File: config.mk
export PLATFORM = sky130hd
export DESIGN_NAME = lasm_framer
export DESIGN_NICKNAME = d
export VERILOG_FILES = /design/src/rtl/lasm_pkg.sv /design/src/rtl/lasm_framer.sv
export SDC_FILE = /design/constraint.sdc
export NUM_CORES = 1
export LEC_CHECK = 0
export BUFFER_PORTS_ARGS = -buffer_cell sky130_fd_sc_hd__buf_4
export CORE_MARGIN = 1
export CORE_UTILIZATION = 48
export CTS_CLUSTER_DIAMETER = 30
export DETAILED_ROUTE_END_ITERATION = 8
export HOLD_SLACK_MARGIN = 0.03
export PLACE_DENSITY_LB_ADDON = 0.15
export SLEW_MARGIN = 20
export SYNTH_ARGS = -nofsm -noshare
export SYNTH_HDL_FRONTEND = slang
export SYNTH_SLANG_ARGS = --single-unit
File: constraint.sdc
create_clock -name i_clk -period 2.2 [get_ports i_clk]
set_input_delay 0.11 -clock i_clk [delete_from_list [all_inputs] [get_ports i_clk]]
set_output_delay 0.11 -clock i_clk [all_outputs]
set_load 0.1 [all_outputs]
File: src/rtl/lasm_pkg.sv
// Package for the line assembler: command kinds, register map, control bytes
// and the event record passed from the framer to the queue logic.
// No dependencies.
`default_nettype none

package lasm_pkg;

    // Command kinds carried on i_kind
    localparam logic [2:0] KIND_DATA       = 3'd0;
    localparam logic [2:0] KIND_WRITE_START = 3'd1;
    localparam logic [2:0] KIND_POP        = 3'd2;
    localparam logic [2:0] KIND_DISCONNECT = 3'd3;
    localparam logic [2:0] KIND_FLUSH      = 3'd4;

    // Register index of the enable register (taken from paddr[2])
    localparam logic REG_ENABLED = 1'b0;

    localparam logic [7:0] BYTE_CR   = 8'h0D;
    localparam logic [7:0] BYTE_LF   = 8'h0A;
    localparam logic [7:0] BYTE_NUL  = 8'h00;
    localparam logic [7:0] BYTE_TAB  = 8'h09;
    localparam logic [7:0] BYTE_SPC  = 8'h20;

    // Offsets and lengths within one line; lines are at most 64 bytes
    localparam int LINE_OFS_W = 6;
    localparam int LINE_LEN_W = 7;

    typedef logic [LINE_OFS_W-1:0] t_line_ofs;
    typedef logic [LINE_LEN_W-1:0] t_line_len;

    // One cycle of framer activity
    typedef struct packed {
        logic      wr_en;      // store a byte of the partial line
        t_line_ofs wr_ofs;     // its position in the line
        logic [7:0] wr_byte;
        logic      push;       // a finished, non-empty line
        t_line_ofs push_start; // first kept byte after trimming
        t_line_len push_len;   // kept length after trimming
    } t_frame_evt;

    // Space, tab, LF, VT, FF, CR
    function automatic logic is_blank(input logic [7:0] c);
        return (c == BYTE_SPC) || ((c >= BYTE_TAB) && (c <= BYTE_CR));
    endfunction

endpackage

`default_nettype wire

File: src/rtl/lasm_framer.sv
// Partial line assembly: tracks length, first zero byte and the span of
// non-blank bytes so that trimming is known the moment LF arrives.
// Depends on lasm_pkg.
`default_nettype none

module lasm_framer
    import lasm_pkg::*;
#(
    parameter int LINE_MAX = 64
) (
    input  wire logic       i_clk,
    input  wire logic       i_rst_n,
    input  wire logic       i_byte_en,  // accepted data byte while enabled
    input  wire logic [7:0] i_byte,
    input  wire logic       i_clear,    // disconnect or flush
    output      t_frame_evt o_evt
);

    t_line_len r_len,   n_len;
    logic      r_zero,  n_zero;   // a zero byte ended the content
    logic      r_has,   n_has;    // a non-blank byte has been seen
    t_line_len r_first, n_first;  // index of the first non-blank byte
    t_line_len r_end,   n_end;    // one past the last non-blank byte

    always_comb begin
        n_len   = r_len;
        n_zero  = r_zero;
        n_has   = r_has;
        n_first = r_first;
        n_end   = r_end;
        o_evt   = '0;
        o_evt.wr_byte    = i_byte;
        o_evt.wr_ofs     = LINE_OFS_W'(r_len);
        o_evt.push_start = LINE_OFS_W'(r_first);
        o_evt.push_len   = r_end - r_first;

        if (i_clear) begin
            n_len  = '0;
            n_zero = 1'b0;
            n_has  = 1'b0;
        end else if (i_byte_en) begin
            if (i_byte == BYTE_CR) begin
                // skip
            end else if (i_byte == BYTE_LF) begin
                o_evt.push = r_has;
                n_len  = '0;
                n_zero = 1'b0;
                n_has  = 1'b0;
            end else if (r_len == LINE_LEN_W'(LINE_MAX)) begin
                // overlong: drop the line and this byte
                n_len  = '0;
                n_zero = 1'b0;
                n_has  = 1'b0;
            end else begin
                o_evt.wr_en = 1'b1;
                n_len = r_len + 1'b1;
                if (!r_zero) begin
                    if (i_byte == BYTE_NUL) begin
                        n_zero = 1'b1;
                    end else if (!is_blank(i_byte)) begin
                        if (!r_has) begin
                            n_has   = 1'b1;
                            n_first = r_len;
                        end
                        n_end = r_len + 1'b1;
                    end
                end
            end
        end
    end

    always_ff @(posedge i_clk) begin
        if (!i_rst_n) begin
            r_len  <= '0;
            r_zero <= 1'b0;
            r_has  <= 1'b0;
        end else begin
            r_len  <= n_len;
            r_zero <= n_zero;
            r_has  <= n_has;
        end
    end

    always_ff @(posedge i_clk) begin
        r_first <= n_first;
        r_end   <= n_end;
    end

endmodule

`default_nettype wire

==> impl_metrics.yaml <==
outcome:
  status: "finished with violations"
  violations: "setup timing"
critical_path:
  cp_cell_sequence: "inv_2 > ha_4 > nor2b_2 > o31a_1 > or4_4 > nand3_2 > buf_12"
  start_kind: "register"
  path_delay_family: "simple AND/OR/NAND/NOR gates"
  cp_data_required_time_ns: 2.09
  worstPathMaxFanout: 3
  slowest_delay_ns: 0.44
  crit_buf_inv: 2
  critPathArrivalTime_ns: 2.24
  critPathKind: "reg2out"
  worst_setup_path_end_kind: "primary output"
  cpMaxStageDelayCell: "edfxtp_1"
synthesis:
  async_reset_ff_share_pct: 0
  ys.flop_type: "edfxtp_1"
  synth_top_area_share_pct: 26.19
  synth.area.top_cells: "edfxtp_1 (26%), dfxtp_1 (11%), buf_4 (9.4%)"
  synth-edff-count: 14
  synth_cell_type_count: 45
  syn-instance-count: 165
  synth_largest_area_cell: "edfxtp_1"
  synth_nets: 186
  yosysMostFrequentCell: "buf_4"
  synth-seq-area-share_pct: 37.41
  avgSynthCellArea_um2: 9.729
  ys_seq_elements: 23
  synth_warnings: 0
  syn-cell-area_mm2: 0.001605
  synth_common_cells: "buf_4 (20), inv_1 (16), edfxtp_1 (14), nor2_1 (12), dfxtp_1 (9)"
global_routing:
  grtUsageTotal_pct: 18.19
  grt.overflow.total: 0
  grt_pass1_vias: 1159
  grt_max_degree: 14
  grt_pass1_wl_um: 4899
  antenna_found_initial: 0
sta:
  finalSetupTns_ns: -0.1538
  period_needed_ns: 2.354
  tightest_slew_ns: 0.3606
  min_period_over_period_pct: 107.0
  rsz0062_at_grt: "yes"
  fin_ws_ns: -0.1538
  hold_ws_ns: 0.1531
  setup_violations: 1
  final-hold-violation-count: 0
  report.final.slew_viol_count: 0
  slew_headroom_pct: 75.70
  finClkSkew_ns: 0.007373
  timing.fmax_mhz: 424.8
floorplan:
  initial_core_util_pct: 51.73
  die_h_um: 59.83
  rows: 20
  coreArea_mm2: 0.003103
  io_pins: 41
  dieArea_mm2: 0.003580
  die_w_um: 59.83
layout:
  final_util_pct: 63.23
  layout.nets: 211
  final_area_mm2: 0.001962
  nFillCells: 272
  layout-drive-gt1-share_pct: 38.62
  areaGrowthSynthToFinish_pct: 22.21
  antenna_cells: 0
  layout.cells.non_filler: 233
pwr:
  ir_drop_mv: 0.2322
  p_leak_nw: 0.8065
  powerDensity_mw_per_mm2: 550.4
worst_hold_path:
  min-delay-path-class: "in2reg"
detailed_routing:
  wl_met1_um: 1232
  wl_per_cell_um: 12.94
  dr.pass1.iters: 4
  wl_met3_um: 108
  wl_met2_um: 1606
  vias_per_cell: 5.373
  drcViolationCount: 0
  finalWirelength_um: 3016
  drt_iter0_markers: 22
  routed.top_layer: "met4"
  vias: 1252
  ant_nets: 0
clock_tree:
  tritoncts: "done"
  insertion_delay_ns: 0.31
  cts_root_buf: "clkbuf_4"
  numCtsBuffers: 3
  h-tree-depth: 1
  cts_buffer_depth: 2
  cts_sinks: 23
  clk_transition_reported_paths_ns: 0.12
  cts_hold_buf: 0
placed_design:
  port_buffers: 40
  placed_cell_area_mm2: 0.001853
  hpwl_um: 2366
  placed_cells: 227
  routabilityCongestion: 0.7707
flow_run:
  max-cap-violations: 0
-- worst register-to-register path, delay by kind of cell, from the launching register on --
kind | cells | cell delay (ns)
simple gates | 3 | 0.56
fa+ha+maj | 1 | 0.24
flops | 1 | 0.47
buf+inv | 2 | 0.31
-- stage by stage --
stage                     setup WS [ns]  power [mW]
after floorplan                 -0.4640      0.8001
after global placement           0.1388      0.8672
after detailed placement        0.06351      0.8729
after CTS                       -0.1830       1.070
after global routing            -0.2400       1.119
final                           -0.1538       1.080
-- routing by layer --
metal	global-route usage, %	up-vias
li1	-	625
met2	35.08	41
met3	1.299	7
met4	8.306	0
met5	0	-
met1	19.95	579
-- power by group --
part	internal, mW	leakage [nW]	switching, mW
registers	0.467	0.208	0.00804
logic	0.114	0.581	0.298
clock network	0.0680	0.0177	0.125
total	0.649	0.807	0.431
-- kinds of logic (layout without fill, tap and decap cells) --
logic type	after synthesis	after routing	synth area share, %
AO/OA/AOI/OAI	25	25	13.09
adder cells (fa/ha/maj)	9	9	7.483
flip-flops	23	23	37.41
buffers and inverters	40	64	14.26
AND/OR/NAND/NOR	60	60	23.38
XOR/XNOR	8	8	4.365
-- timing repair --
item / CTS / global route
setup endpoints to repair: 3 / 3
resized for setup: 9 / 6
hold endpoints to repair: 0 / 0
setup buffers: 0 / 2
pin swaps: 1 / 2
-- cells in the final DEF, fill, tap and decap left out, types with 3 or more instances in the layout --
cell type  netlist  layout
inv_1           16      15
buf_4           20      40
ha_1             8       6
a31oi_1          3       3
nand2_1          7       7
nor2_1          12      11
nand4_1          7       7
dfxtp_1          9       9
o21a_1           3       3
nor4_1           3       3
nand3_1          8       7
nor3_1           4       3
xnor2_1          6       4
clkbuf_4         0       3
nor2b_1          6       5
edfxtp_1        14      14
o21ai_0          4       4
-- state kept, by name, indices dropped and copies added (netlist names) --
| register | cells |
|---|---|
| r_zero | 1 |
| r_end | 7 |
| r_len | 7 |
| r_has | 1 |
| r_first | 7 |
-- area by class of cell --
| cell class | instances | area [um^2] | area share [%] |
|---|---|---|---|
| inverter | 16 | 60.06 | 3.061 |
| sequential | 23 | 600.6 | 30.61 |
| clock inverter | 1 | 5.005 | 0.2551 |
| timing repair buffer | 44 | 362.8 | 18.49 |
| tap | 44 | 55.05 | 2.806 |
| multi-input combinational | 102 | 855.8 | 43.62 |
| clock buffer | 3 | 22.52 | 1.148 |
-- path summary, 6_finish.rpt --
path / startpoint / to / slack, ns / cells after the start
max: r_first[2]$_DFFE_PP_ / o_evt[6] / -0.15 / 7
min: i_byte_en / r_zero$_SDFFE_PP0P_ / 0.15 / 3
max reg2reg: r_len[0]$_SDFFE_PP0P_ / r_first[4]$_DFFE_PP_ / 0.34 / 6
min reg2reg: r_has$_SDFFE_PP0P_ / r_has$_SDFFE_PP0P_ / 0.52 / 2
Power figures use the tool's default switching activity.
