<file path="src/rtl/lasm_pkg.sv">
// Package for the line assembler: command kinds, register map, control bytes
// and the event record passed from the framer to the queue logic.
// No dependencies.
`default_nettype none

package lasm_pkg;

    // Command kinds carried on i_kind
    localparam logic [2:0] KIND_DATA       = 3'd0;
    localparam logic [2:0] KIND_WRITE_START = 3'd1;
    localparam logic [2:0] KIND_POP        = 3'd2;
    localparam logic [2:0] KIND_DISCONNECT = 3'd3;
    localparam logic [2:0] KIND_FLUSH      = 3'd4;

    // Register index of the enable register (taken from paddr[2])
    localparam logic REG_ENABLED = 1'b0;

    localparam logic [7:0] BYTE_CR   = 8'h0D;
    localparam logic [7:0] BYTE_LF   = 8'h0A;
    localparam logic [7:0] BYTE_NUL  = 8'h00;
    localparam logic [7:0] BYTE_TAB  = 8'h09;
    localparam logic [7:0] BYTE_SPC  = 8'h20;

    // Offsets and lengths within one line; lines are at most 64 bytes
    localparam int LINE_OFS_W = 6;
    localparam int LINE_LEN_W = 7;

    typedef logic [LINE_OFS_W-1:0] t_line_ofs;
    typedef logic [LINE_LEN_W-1:0] t_line_len;

    // One cycle of framer activity
    typedef struct packed {
        logic      wr_en;      // store a byte of the partial line
        t_line_ofs wr_ofs;     // its position in the line
        logic [7:0] wr_byte;
        logic      push;       // a finished, non-empty line
        t_line_ofs push_start; // first kept byte after trimming
        t_line_len push_len;   // kept length after trimming
    } t_frame_evt;

    // Space, tab, LF, VT, FF, CR
    function automatic logic is_blank(input logic [7:0] c);
        return (c == BYTE_SPC) || ((c >= BYTE_TAB) && (c <= BYTE_CR));
    endfunction

endpackage

`default_nettype wire

</file>
<file path="src/rtl/lasm_reader.sv">
// Pop sequencer: reads a slot's descriptor, then streams its characters out
// of the character memory, one result per cycle.
// Depends on lasm_pkg.
`default_nettype none

module lasm_reader
    import lasm_pkg::*;
#(
    parameter int SLOTS    = 9,
    parameter int LINE_MAX = 64,
    localparam int ADDR_W  = $clog2(SLOTS * LINE_MAX),
    localparam int SLOT_W  = $clog2(SLOTS)
) (
    input  wire logic              i_clk,
    input  wire logic              i_rst_n,
    input  wire logic              i_pop,      // accepted pop command
    input  wire logic              i_empty,    // queue held no line
    input  wire logic [SLOT_W-1:0] i_slot,     // slot of the oldest line
    input  wire t_line_ofs         i_dsc_start,
    input  wire t_line_len         i_dsc_len,
    input  wire logic [7:0]        i_chr,
    output      logic              o_chr_re,
    output      logic [ADDR_W-1:0] o_chr_raddr,
    output      logic              o_busy,
    output      logic              o_valid,
    output      logic              o_has_line,
    output      logic [7:0]        o_char_out,
    output      logic              o_last
);

    typedef enum logic [3:0] {
        S_IDLE   = 4'b0001,
        S_EMPTY  = 4'b0010,
        S_DESC   = 4'b0100,
        S_STREAM = 4'b1000
    } t_state;

    t_state              r_state, n_state;
    logic [SLOT_W-1:0]   r_slot,  n_slot;
    logic [ADDR_W-1:0]   r_addr,  n_addr;
    t_line_len           r_idx,   n_idx;
    t_line_len           r_len,   n_len;
    logic                final_chr;

    assign final_chr = (r_idx + 1'b1) == r_len;

    always_comb begin
        n_state     = r_state;
        n_slot      = r_slot;
        n_addr      = r_addr;
        n_idx       = r_idx;
        n_len       = r_len;
        o_chr_re    = 1'b0;
        o_chr_raddr = r_addr;
        unique case (r_state)
            S_IDLE: begin
                if (i_pop) begin
                    n_state = i_empty ? S_EMPTY : S_DESC;
                    n_slot  = i_slot;
                end
            end
            S_EMPTY: begin
                n_state = S_IDLE;
            end
            S_DESC: begin
                o_chr_re    = 1'b1;
                o_chr_raddr = ADDR_W'(r_slot) * ADDR_W'(LINE_MAX) + ADDR_W'(i_dsc_start);
                n_addr      = o_chr_raddr + 1'b1;
                n_len       = i_dsc_len;
                n_idx       = '0;
                n_state     = S_STREAM;
            end
            S_STREAM: begin
                if (final_chr) begin
                    n_state = S_IDLE;
                end else begin
                    o_chr_re = 1'b1;
                    n_addr   = r_addr + 1'b1;
                    n_idx    = r_idx + 1'b1;
                end
            end
            default: begin
                n_state = S_IDLE;
            end
        endcase
    end

    always_ff @(posedge i_clk) begin
        if (!i_rst_n) begin
            r_state <= S_IDLE;
        end else begin
            r_state <= n_state;
        end
    end

    always_ff @(posedge i_clk) begin
        r_slot <= n_slot;
        r_addr <= n_addr;
        r_idx  <= n_idx;
        r_len  <= n_len;
    end

    assign o_busy     = (r_state != S_IDLE);
    assign o_valid    = (r_state == S_EMPTY) || (r_state == S_STREAM);
    assign o_has_line = (r_state == S_STREAM);
    assign o_char_out = (r_state == S_STREAM) ? i_chr : 8'h00;
    assign o_last     = (r_state == S_EMPTY) || ((r_state == S_STREAM) && final_chr);

endmodule

`default_nettype wire

</file>
<file path="config.mk">
export PLATFORM = sky130hd
export DESIGN_NAME = lasm_reader
export DESIGN_NICKNAME = d
export VERILOG_FILES = /design/src/rtl/lasm_pkg.sv /design/src/rtl/lasm_reader.sv
export SDC_FILE = /design/constraint.sdc
export NUM_CORES = 1
export LEC_CHECK = 0
export ABC_CLOCK_PERIOD_IN_PS = 4450
export BUFFER_PORTS_ARGS = -buffer_cell sky130_fd_sc_hd__buf_2
export CAP_MARGIN = 40
export CORE_UTILIZATION = 56
export DETAILED_ROUTE_END_ITERATION = 10
export HOLD_SLACK_MARGIN = 0.05
export PLACE_DENSITY = 0.82
export SYNTH_ARGS = -nofsm -noshare
export SYNTH_HDL_FRONTEND = slang
export SYNTH_SLANG_ARGS = --single-unit
</file>
<file path="constraint.sdc">
create_clock -name i_clk -period 4.45 [get_ports i_clk]
set_input_delay 0.6675 -clock i_clk [delete_from_list [all_inputs] [get_ports i_clk]]
set_output_delay 0.6675 -clock i_clk [all_outputs]
set_load 0.02 [all_outputs]
</file>
==> flow_summary_export.csv, run 1 <==
group,metric,value,unit
power,vdd_ir_drop_max,0.229,mV
die,die_y,60.6,microns
critical_path,crit_arrival,2810,ps
clocking,cts_buffers,5,
timing,finClkSkew,15.4,ps
routing,drc,0,
timing,tightestPinTransition,761,ps
routing,drt_iter0_drc,102,
timing,period_minus_slack,3470,ps
hold_path,hold_class,"primary input to register",
layout,areaGrowthSynthToFinish,17.7,%
die,die_x,60.6,microns
clocking,cts_buffer_depth,2,
timing,finalSetupViolCount,0,
logic_synthesis,synthFlopType,"edfxtp_1",
die,fp.dieArea,3670,sq um
timing,setup_ws,977,ps
timing,drv_slew,0,
logic_synthesis,async_flop_share,0,%
timing,fin_setup_tns,0,ps
timing,clock.fmax,0.288,GHz
routing,via_per_inst,5.40,
power,switching_share,22.9,%
grt,overflow,0,
logic_synthesis,syn_nets,204,
run_status,outcome,"complete, no violations",
place,numPortBuffers,51,
logic_synthesis,ys_types,39,
routing,vias,1453,
logic_synthesis,synth_edf_count,28,
grt,grt_pass1_wl,6.38,mm
timing,rsz0062_at_grt,"no",
die,core_area,3150,sq um
place,place.gp.congestion,0.889,
critical_path,end_kind,"output pin",
routing,drtAntennaViolNets,0,
clocking,clk_pin_slew,110,ps
logic_synthesis,synth_warnings,0,
run,drv_cap,0,
clocking,cts_setup_buffers,0,
power,p_total,0.626,mW
routing,wl,3.96,mm
logic_synthesis,synth-seq-cells,32,
grt,grt_pass1_vias,1414,
critical_path,worst_r2r_path_depth,6,
die,rows,20,
power,power.internal,0.483,mW
die,initial_utilization,61.0,%
place,hpwl,2.87,mm
place,dp_slack,1400,ps
logic_synthesis,avgSynthCellArea,11.1,sq um
clocking,cts_root_buffer,"clkbuf_4",
critical_path,worstPathMaxFanout,5,
power,pwr-share-comb,10.1,%
layout,layout_commonest_cell,"buf_2",
grt,grt_start_max_net_pins,23,
grt,antenna_found_initial,0,
clocking,holdBufCountCts,0,
routing,first_pass_iters,4,
critical_path,crit_required,3780,ps
power,total_leakage_power,0.985,nW
clocking,cts-resized-gates,0,
grt,gr-usage-all-layers,24.2,%
clocking,cts.sinks,32,
power,seqPwrFrac,54.9,%
timing,finalHoldViolCount,0,
layout,layout_common_cells,"buf_2 (51), edfxtp_1 (28), nand2_1 (16)",
timing,maxSlewHeadroom,49.1,%
die,pin_count,52,
layout,drive_gt1_share,33.8,%
layout,final_nets,255,
power,p_clk_share,35.0,%
routing,wl_per_cell,14.7,microns
clocking,clk_latency,330,ps
power,switching_power,0.143,mW
critical_path,critPathLaunchType,"register",
logic_synthesis,netlist_area,1920,sq um
clocking,h-tree-depth,2,
power,power.density,277,nW/um^2
logic_synthesis,ys_seq_area_share,47.9,%
timing,period_share,78.0,%
hold_path,hold_path_depth,2,
logic_synthesis,postSynthCellCount,173,
clocking,cts_tree,"done",
layout,diodes,0,
critical_path,path_class,"register to output pin",
timing,whs,487,ps
==> final cells by class <==
class                           instances  area (sq um)
Inverter                                7          26.3
Clock inverter                          2          35.0
Sequential cell                        32           921
Fill cell                             251           891
Clock buffer                            6          41.3
Multi-Input combinational cell        126           921
Tap cell                               44          55.1
Timing Repair Buffer                   52           263
==> power by group through the flow <==
stage	clock (mW)	sequential (mW)	combinational (mW)
6_report	0.219	0.344	0.0634
5_1_grt	0.238	0.345	0.0698
4_1_cts	0.223	0.343	0.0637
3_5_place_dp	0	0.350	0.0634
3_3_place_gp	0	0.349	0.0599
2_1_floorplan	0	0.347	0.0412
==> Yosys cell counts, types with 6 or more instances <==
cell type   n  share of area [%]
edfxtp_1   28                 44
xor2_1      6                2.7
mux2_2     10                5.9
nor2b_1     6                2.0
mux2i_1    10                5.2
nand3_1    12                3.1
nand2_1    16                3.1
xnor2_1    10                4.6
inv_1       6                1.2
and2_1      9                2.9
nor2_1     10                2.0
==> metal layers <==
layer | share of wire [%] | up-vias | track usage, %
met5 | 0 | - | 0
met1 | 42 | 670 | 28.4
li1 | - | 722 | -
met2 | 52 | 49 | 43.0
met4 | 1.5 | 0 | 9.09
met3 | 4.4 | 12 | 5.76
==> cells by family (layout without fill, tap and decap cells) <==
family / after synthesis / after routing / synth area share (%)
buffers and inverters: 15 / 67 / 4.17
AND/OR/NAND/NOR: 71 / 71 / 21.2
AO/OA/AOI/OAI: 16 / 16 / 5.86
flip-flops: 32 / 32 / 47.9
multiplexers: 20 / 20 / 11.1
XOR/XNOR: 17 / 17 / 8.53
adder cells (fa/ha/maj): 2 / 2 / 1.30
==> sequential cells by signal, summed over array words and instances (netlist names) <==
| signal | flops |
|---|---|
| r_addr | 10 |
| r_idx | 7 |
| r_len | 7 |
| r_slot | 4 |
| r_state | 4 |
==> stage by stage <==
| stage | area, sq um | utilization (%) | instances |
|---|---|---|---|
| floorplan | 1920 | - | 173 |
| global placement | 2190 | 69.3 | 261 |
| detailed placement | 2190 | 69.3 | 261 |
| CTS | 2260 | 71.7 | 269 |
| global route | 2260 | 71.7 | 269 |
| finish | 2260 | 71.7 | 269 |
==> worst paths after layout <==
kind	start	endpoint	slack (ps)
max	r_idx[0]	o_last	980
min	i_empty	r_state[2]	490
max reg2reg	r_idx[0]	r_idx[3]	1500
min reg2reg	r_idx[6]	r_idx[6]	660
==> critical path: stages, from the launching register on <==
cell and delay [ps]:
edfxtp_1 480, ha_1 360, xor2_1 150, a211oi_1 280, nand4_1 150, or4b_1 550, a211oi_1 280, buf_2 220
Power figures use the tool's default switching activity.
==> run 2: changes to the inputs <==
- ABC_AREA: default -> 1
- ABC_CLOCK_PERIOD_IN_PS: 4450 -> 3100
- CORE_UTILIZATION: 56 -> 47
- PLACE_DENSITY: 0.82 -> 0.74
- clock period: 4.45 -> 3.1 ns (I/O delays scaled with it)
==> flow_summary_export.csv, run 2 <==
group,metric,value,unit
layout,layout_commonest_cell,"nand2_1",
logic_synthesis,synth-seq-cells,32,
power,total_leakage_power,1.15,nW
logic_synthesis,syn_nets,254,
logic_synthesis,synth_edf_count,28,
layout,layout_common_cells,"nand2_1 (67), buf_2 (51), inv_1 (36)",
logic_synthesis,synth_commonest_cells,"nand2_1 (67), inv_1 (36), edfxtp_1 (28), nor2_1 (27), o21ai_0 (13)",
critical_path,path_class,"register to output pin",
logic_synthesis,yosysTopAreaCellShare,45.9,%
timing,finalHoldViolCount,0,
layout,regMostFlops,"r_addr",
layout,largest_reg_flops,10,
timing,fin_setup_tns,0,ps
timing,maxSlewHeadroom,68.0,%
routing,via_per_inst,4.64,
critical_path,critPathLaunchType,"register",
critical_path,end_kind,"output pin",
logic_synthesis,avgSynthCellArea,8.21,sq um
timing,tightestPinTransition,478,ps
hold_path,hold_class,"primary input to register",
run_status,outcome,"complete, no violations",
logic_synthesis,postSynthCellCount,223,
timing,rsz0062_at_grt,"no",
critical_path,worstPathMaxFanout,5,
layout,regArea,921,sq um
place,dp_slack,866,ps
place,place.gp.congestion,0.818,
clocking,cts_root_buffer,"clkbuf_8",
clocking,h-tree-depth,2,
timing,period_share,81.8,%
timing,drv_slew,0,
critical_path,cp_cell_sequence,"ha_1 > nand2_1 > nor2_1 > nand2_1 > nand2_1 > nand2_1 > nand2_1 > nand2_1 > nor2_1 > nand2_1 > nand2_1 > nand2_1 > buf_2",
critical_path,max_stage_delay,420,ps
logic_synthesis,synth_warnings,0,
routing,drt_iter0_drc,55,
routing,drc,0,
timing,setup_ws,565,ps
layout,fillers,351,
layout,drive_gt1_share,25.7,%
critical_path,cp_common_cell,"nand2_1",
die,die_y,64.4,microns
clocking,cts_tree,"done",
timing,whs,356,ps
place,hpwl,2.66,mm
run,drv_cap,0,
logic_synthesis,synthFlopType,"edfxtp_1",
power,vdd_ir_drop_max,0.259,mV
grt,overflow,0,
grt,grt_pass1_vias,1351,
clocking,clk_latency,280,ps
logic_synthesis,synth_top_cell_by_area,"edfxtp_1",
power,power.density,410,nW/um^2
routing,first_pass_iters,4,
die,fp.dieArea,4150,sq um
die,pin_count,52,
place,numPortBuffers,51,
logic_synthesis,netlist_area,1830,sq um
logic_synthesis,ys_seq_area_share,50.3,%
die,die_x,64.4,microns
grt,grt_start_max_net_pins,35,
die,initial_utilization,49.7,%
layout,diodes,0,
clocking,cts-resized-gates,0,
routing,wl,3.43,mm
logic_synthesis,ys_types,31,
clocking,cts_buffers,5,
layout,final_nets,310,
layout,top_regs,"r_addr x10, r_idx x7, r_len x7",
clocking,cts_buffer_depth,2,
timing,finClkSkew,8.73,ps
grt,gr-usage-all-layers,17.6,%
timing,clock.fmax,0.394,GHz
logic_synthesis,synth.most_common_cell,"nand2_1",
logic_synthesis,async_flop_share,0,%
routing,drtAntennaViolNets,0,
routing,wl_per_cell,10.5,microns
critical_path,crit_required,2630,ps
logic_synthesis,synth_area_leaders,"edfxtp_1 (46%), nand2_1 (14%), inv_1 (7.4%)",
clocking,cts.sinks,32,
die,core_area,3690,sq um
die,rows,22,
grt,antenna_found_initial,0,
clocking,clk_pin_slew,70,ps
layout,areaGrowthSynthToFinish,21.6,%
critical_path,crit_path_top_delay_cell,"edfxtp_1",
routing,vias,1522,
clocking,holdBufCountCts,0,
timing,period_minus_slack,2540,ps
layout,multi_input_area,739,sq um
timing,finalSetupViolCount,0,
grt,grt_pass1_wl,5.57,mm
clocking,cts_setup_buffers,0,
critical_path,crit_arrival,2070,ps
run 2: cell types whose count changed in the layout (fill, tap and decap cells not counted), moves of 10 or more:
cell	previous run	this run
nor2_1	10	27
mux2_2	10	0
mux2i_1	10	0
inv_1	6	36
nand2_1	16	67
run 2: worst max-delay path: cells and delay by family, from the launching register on:
family	cells	cell delay, ps
and+or+nand+nor	11	1000
DFF	1	420
adders and majority gates	1	230
buffers and inverters	1	150
run 2: per-layer routing:
layer / part of all wire, % / up-vias / global-route usage, %
met2: 47 / 40 / 29.9
met5: 0 / - / 0
met3: 4.5 / 3 / 4.23
met1: 48 / 664 / 22.1
met4: 0.85 / 0 / 5.00
li1: - / 815 / -
run 2: worst paths after layout:
kind / from / endpoint / slack [ps] / depth (start not counted)
min reg2reg: r_idx[0] / r_idx[0] / 660 / 1
max reg2reg: r_idx[0] / r_idx[1] / 820 / 12
max: r_idx[0] / o_chr_re / 560 / 13
min: i_dsc_len[5] / r_len[5] / 360 / 1
run 2: logic make-up after synthesis:
| group | synth area share (%) |
|---|---|
| AO/OA/AOI/OAI | 7.38 |
| buffers and inverters | 9.36 |
| XOR/XNOR | 4.30 |
| adder cells (fa/ha/maj) | 1.37 |
| flip-flops | 50.3 |
| AND/OR/NAND/NOR | 27.3 |
run 2: layout make-up:
type	instances	area share, %
sequential	32	41.3
multi-input combinational	148	33.2
timing repair buffer	53	12.1
inverter	39	6.57
clock buffer	8	4.04
tap	48	2.70
run 2: per-stage QoR:
stage | power, mW | area, sq um | std cells | util, %
after floorplan | 0.565 | 1830 | 223 | -
after global placement | 0.601 | 2140 | 320 | 57.9
after detailed placement | 0.603 | 2140 | 320 | 57.9
after CTS | 0.921 | 2230 | 328 | 60.4
after global routing | 0.951 | 2230 | 328 | 60.4
final | 0.914 | 2230 | 328 | 60.4
run 2: power by group:
group / internal [mW] / switching, mW / leakage (nW) / total, mW
clock: 0.181 / 0.140 / 0.0455 / 0.321
combinational: 0.0422 / 0.0612 / 0.822 / 0.103
sequential: 0.483 / 0.00684 / 0.282 / 0.490
total: 0.706 / 0.208 / 1.15 / 0.914
